`config.mk`:
```
export PLATFORM = sky130hd
export DESIGN_NAME = utpps_fifo
export DESIGN_NICKNAME = d
export VERILOG_FILES = /design/src/hdl/utpps_pkg.sv /design/src/hdl/utpps_fifo.sv
export SDC_FILE = /design/constraint.sdc
export NUM_CORES = 1
export LEC_CHECK = 0
export BUFFER_PORTS_ARGS = -buffer_cell sky130_fd_sc_hd__buf_2
export CAP_MARGIN = 20
export CORE_ASPECT_RATIO = 0.5
export CORE_MARGIN = 2
export CORE_UTILIZATION = 50
export CTS_CLUSTER_DIAMETER = 50
export CTS_CLUSTER_SIZE = 20
export DETAILED_ROUTE_END_ITERATION = 10
export GPL_TIMING_DRIVEN = 0
export HOLD_SLACK_MARGIN = 0.06
export PLACE_DENSITY = 0.71
export SLEW_MARGIN = 5
export SYNTH_ARGS = -nofsm -noshare
export SYNTH_HDL_FRONTEND = slang
export SYNTH_SLANG_ARGS = --single-unit
```
`constraint.sdc`:
```
create_clock -name clk -period 4.3 [get_ports clk]
set_input_delay 0.645 -clock clk [delete_from_list [all_inputs] [get_ports clk]]
set_output_delay 0.645 -clock clk [all_outputs]
set_load 0.02 [all_outputs]
```
`src/hdl/utpps_pkg.sv`:
```
package utpps_pkg;

	typedef logic signed [31:0] q_t;

	// Latency of the pipelined divider and of the pipelined square root
	localparam int DIV_LAT   = 32;
	localparam int SQRT_LAT  = 32;
	// Back end: divide, y row, divide/sqrt, middle root, divide, root terms, divide
	localparam int BACK_LAT  = 3 * DIV_LAT + SQRT_LAT + 3;

	localparam logic signed [64:0] QMAX = 65'sd2147483647;
	localparam q_t QMAX32 = 32'sh7fffffff;

	typedef struct packed {
		q_t   up;
		q_t   vp;
		q_t   ap;
		q_t   cp;
		q_t   rb0;
		q_t   rb1;
		q_t   rc0;
		q_t   rc1;
		q_t   wp;
		q_t   d;
		q_t   nt0;
		q_t   nt1;
		q_t   ns0;
		q_t   ns1;
		logic bad;
	} mid_t;

	typedef struct packed {
		q_t cs;
		q_t sn;
		q_t tx;
		q_t ty;
		q_t tz;
	} pose_t;

	// ok=1: two poses, ok=0: one result with no pose
	typedef struct packed {
		logic  ok;
		pose_t r0;
		pose_t r1;
	} res_t;

	function automatic q_t sat65(input logic signed [64:0] v);
		if (v > QMAX)
			return QMAX32;
		else if (v < -QMAX)
			return -QMAX32;
		else
			return v[31:0];
	endfunction

	function automatic q_t sin32(input q_t x);
		return (x == 32'sh80000000) ? -QMAX32 : x;
	endfunction

	function automatic q_t qabs(input q_t x);
		return x[31] ? -x : x;
	endfunction

	function automatic logic signed [63:0] sx64(input q_t v);
		return {{32{v[31]}}, v};
	endfunction

	// a*b + c*d exact, round half up, saturate
	function automatic q_t dotr(input q_t a, input q_t b, input q_t c, input q_t d,
			input int fb);
		logic signed [64:0] ea, eb, ec, ed, p;
		ea = a;
		eb = b;
		ec = c;
		ed = d;
		p = ea * eb + ec * ed;
		p = p + (65'sd1 <<< (fb - 1));
		return sat65(p >>> fb);
	endfunction

	function automatic q_t twice(input q_t m, input logic neg);
		logic signed [64:0] e;
		e = m;
		e = e <<< 1;
		if (neg)
			e = -e;
		return sat65(e);
	endfunction

endpackage

```
`src/hdl/utpps_fifo.sv`:
```
module utpps_fifo import utpps_pkg::*; #(
	parameter int W     = 8,
	parameter int DEPTH = 4
) (
	input  logic         clk,
	input  logic         arst_n,
	input  logic         push,
	input  logic [W-1:0] din,
	output logic         full,
	input  logic         pop,
	output logic [W-1:0] dout,
	output logic         empty
);

	localparam int AW = $clog2(DEPTH);

	logic [W-1:0] mem [DEPTH];
	logic [AW-1:0] wr_q, rd_q;
	logic [AW:0] cnt_q;
	logic do_push, do_pop;

	assign full    = (cnt_q == (AW+1)'(DEPTH));
	assign empty   = (cnt_q == '0);
	assign do_push = push && !full;
	assign do_pop  = pop && !empty;
	assign dout    = mem[rd_q];

	always_ff @(posedge clk) begin
		if (do_push)
			mem[wr_q] <= din;
	end

	always_ff @(posedge clk or negedge arst_n) begin
		if (!arst_n) begin
			wr_q  <= '0;
			rd_q  <= '0;
			cnt_q <= '0;
		end else begin
			if (do_push)
				wr_q <= (wr_q == AW'(DEPTH - 1)) ? '0 : wr_q + 1'b1;
			if (do_pop)
				rd_q <= (rd_q == AW'(DEPTH - 1)) ? '0 : rd_q + 1'b1;
			if (do_push && !do_pop)
				cnt_q <= cnt_q + 1'b1;
			else if (do_pop && !do_push)
				cnt_q <= cnt_q - 1'b1;
		end
	end

endmodule

```
==> metrics.json <==
{
  "run_status": {
    "result_of_the_run": "completed"
  },
  "detailed_routing": {
    "drt-pass1-iter-count": 3,
    "drt_iter0_markers": 23,
    "antenna_violating_nets_post_route": 0,
    "via_count": 755,
    "route.final.wire_length_um": 2360,
    "detail_route.drc_violations": 0,
    "post_drt_via_cell_ratio": 5.10,
    "post_drt_wl_per_cell_um": 15.9
  },
  "clock_tree": {
    "number_of_h_tree_levels": 2,
    "clk_path_buf_depth": 2,
    "post_cts_setup_buffer_count": 0,
    "cts_root_buffer": "sky130_fd_sc_hd__clkbuf_8",
    "cts_buffers": 5,
    "path_clk_slew_ns": 0.07,
    "cts-hold-fix-buffers": 0,
    "clock_sinks": 39,
    "cts_tree": "yes",
    "postCtsResizedCells": 0,
    "clk-insertion-delay-late_ns": 0.28
  },
  "critical_path": {
    "timing.critical_path.from": "rd_q[0]",
    "start_of_the_worst_register_to_register_path": "cnt_q[0]",
    "critPathLaunchType": "register",
    "cpMostUsedCell": "sky130_fd_sc_hd__buf_2",
    "endpoint_kind": "primary output",
    "timing.critical_path.cells": "buf_2 > mux4_2 > buf_2",
    "cpMaxStageDelayCell": "sky130_fd_sc_hd__mux4_2",
    "cp_slowest_stage_delay_ns": 0.54,
    "timing.critical_path.arrival_ns": 1.64,
    "worstPathMaxFanout": 10,
    "data_required_critical_path_ns": 3.65,
    "timing_worst_setup_path_type": "reg -> out"
  },
  "sta": {
    "setup-violations-final": 0,
    "rsz0062_at_grt": "false",
    "min_period_over_period_pct": 53.2,
    "clock_skew_ns": 0.00474,
    "hold_viol": 0,
    "final-max-slew-violation-count": 0,
    "timing.final.ws_setup_ns": 2.01,
    "max_freq_mhz": 437,
    "setup-tns-final_ns": 0,
    "timing.max_slew.rel_slack_pct": 66.2,
    "worst_margin_pin_slew_ns": 0.507,
    "timing.hold.ws_ns": 0.185,
    "fin_crit_ns": 2.29
  },
  "layout": {
    "most_frequent_cells_in_the_layout": "32 x sky130_fd_sc_hd__edfxtp_1, 22 x sky130_fd_sc_hd__buf_2, 8 x sky130_fd_sc_hd__mux4_2",
    "nets": 126,
    "register_area_mm2": 0.00114,
    "inserted_diodes": 0,
    "synthToLayoutAreaGrowth_pct": 14.8,
    "mostFrequentLayoutCell": "sky130_fd_sc_hd__edfxtp_1",
    "multi_input_comb_area_um2": 453,
    "postLayoutCellArea_mm2": 0.00186,
    "drive_gt1_share_pct": 46.3,
    "final.fill_count": 241
  },
  "global_route": {
    "grt_overflow": 0,
    "grt_pass1_wl_um": 3880,
    "vias_in_the_first_global_route": 814,
    "groute.usage.overall_pct": 14.6,
    "grt_start_max_net_pins": 13,
    "grt_antenna_before_repair": 0
  },
  "floorplanning": {
    "floorplan.die_area_mm2": 0.00374,
    "die_h_um": 44.3,
    "floorplan.initialDensity_pct": 53.2,
    "core-area_mm2": 0.00305,
    "io_pins": 22,
    "standard_cell_row_count": 14,
    "fp.dieW_um": 84.5
  },
  "yosys": {
    "synth.ff_latch_count": 39,
    "syn_area_per_cell_um2": 20.5,
    "synth.distinct_cells": 19,
    "yosysSeqAreaShare_pct": 70.1,
    "yosysWarningCount": 0,
    "synthesis.instances": 79,
    "syn_nets": 98,
    "synthesized_area_mm2": 0.00162
  },
  "pwr": {
    "irDropWorstVdd_v": 0.000390,
    "power_leakage_nw": 0.706,
    "power_density_mw_per_mm2": 684
  },
  "run": {
    "maxCapViolations": 0
  },
  "place": {
    "io_buffers": 21,
    "globalplace.congestion": 0.649,
    "detailed_place.area_mm2": 0.00178,
    "detailed_place_hpwl_um": 1740,
    "placement.setup.worst_slack_ns": 2.16
  },
  "worst_hold_path": {
    "min-delay-path-class": "in -> async"
  }
}
[report_power, final]
group	leakage, nW	switching, W	internal (W)	total (W)
clock	0.0412	0.000116	0.000113	0.000229
sequential	0.375	0.0000536	0.000512	0.000566
combinational	0.289	0.000248	0.000229	0.000477
[Yosys cell counts, drive strengths merged]
| cell | n | area share, % |
|---|---|---|
| inv | 3 | 0.69 |
| buf | 3 | 1.2 |
| nor2 | 3 | 0.69 |
| fa | 1 | 1.2 |
| xnor2 | 1 | 0.54 |
| mux2 | 5 | 3.9 |
| edfxtp | 32 | 59 |
| ha | 6 | 4.6 |
| xor2 | 2 | 1.1 |
| nand2b | 1 | 0.85 |
| dfrtp | 7 | 11 |
| nor2b | 1 | 0.54 |
| nor3 | 1 | 0.31 |
| and2 | 4 | 1.9 |
| nor3b | 1 | 1.2 |
| mux4 | 8 | 11 |
[per-layer routing]
layer | global-route usage, % | routed length (µm)
met5 | 0 | 0
met4 | 3.81 | 16
met3 | 5.60 | 107
met2 | 26.6 | 1230
met1 | 16.7 | 999
[registers in the layout, summed over array words and instances (netlist names)]
register	flops
cnt_q	3
wr_q	2
mem	32
rd_q	2
[path summary, 6_finish.rpt]
check / endpoint / slack [ns] / depth (start not counted)
worst max-delay path: dout[7] / 2.01 / 3
worst min-delay path: wr_q[1] / 0.19 / 1
worst max register to register: cnt_q[2] / 2.23 / 8
worst min register to register: cnt_q[2] / 0.50 / 1
max in group asynchronous: rd_q[0] / 3.96 / 1
min in group clk: cnt_q[2] / 0.50 / 1
[kinds of logic (layout without fill, tap and decap cells)]
| kind of cell | after synthesis | count (layout) | share of synthesized area [%] |
|---|---|---|---|
| flip-flops | 39 | 39 | 70.1 |
| multiplexers | 13 | 13 | 15.1 |
| buffers and inverters | 6 | 35 | 1.93 |
| adder cells (fa/ha/maj) | 7 | 7 | 5.87 |
| AND/OR/NAND/NOR | 11 | 11 | 5.41 |
| XOR/XNOR | 3 | 3 | 1.62 |
[per-stage QoR]
step	total power, W	std cells	utilization, %
4_1_cts	0.00129	148	61.0
2_1_floorplan	0.000931	79	-
3_5_place_dp	0.00106	140	58.3
3_3_place_gp	0.00103	140	58.3
5_1_grt	0.00135	148	61.0
6_report	0.00127	148	61.0
[critical path: cells and delay by family (launching register included)]
| kind | cells | cell delay (ns) |
|---|---|---|
| buffers and inverters | 2 | 0.47 |
| DFF | 1 | 0.35 |
| muxes | 1 | 0.54 |
[final cells by class]
cell class | count | share of cell area, %
timing repair buffer | 21 | 5.65
buffer | 3 | 1.08
clock buffer | 6 | 3.90
multi-input combinational | 34 | 24.3
clock inverter | 2 | 0.672
inverter | 3 | 0.605
tap | 40 | 2.69
sequential | 39 | 61.1
No activity file was read; power rests on OpenSTA's default activity.
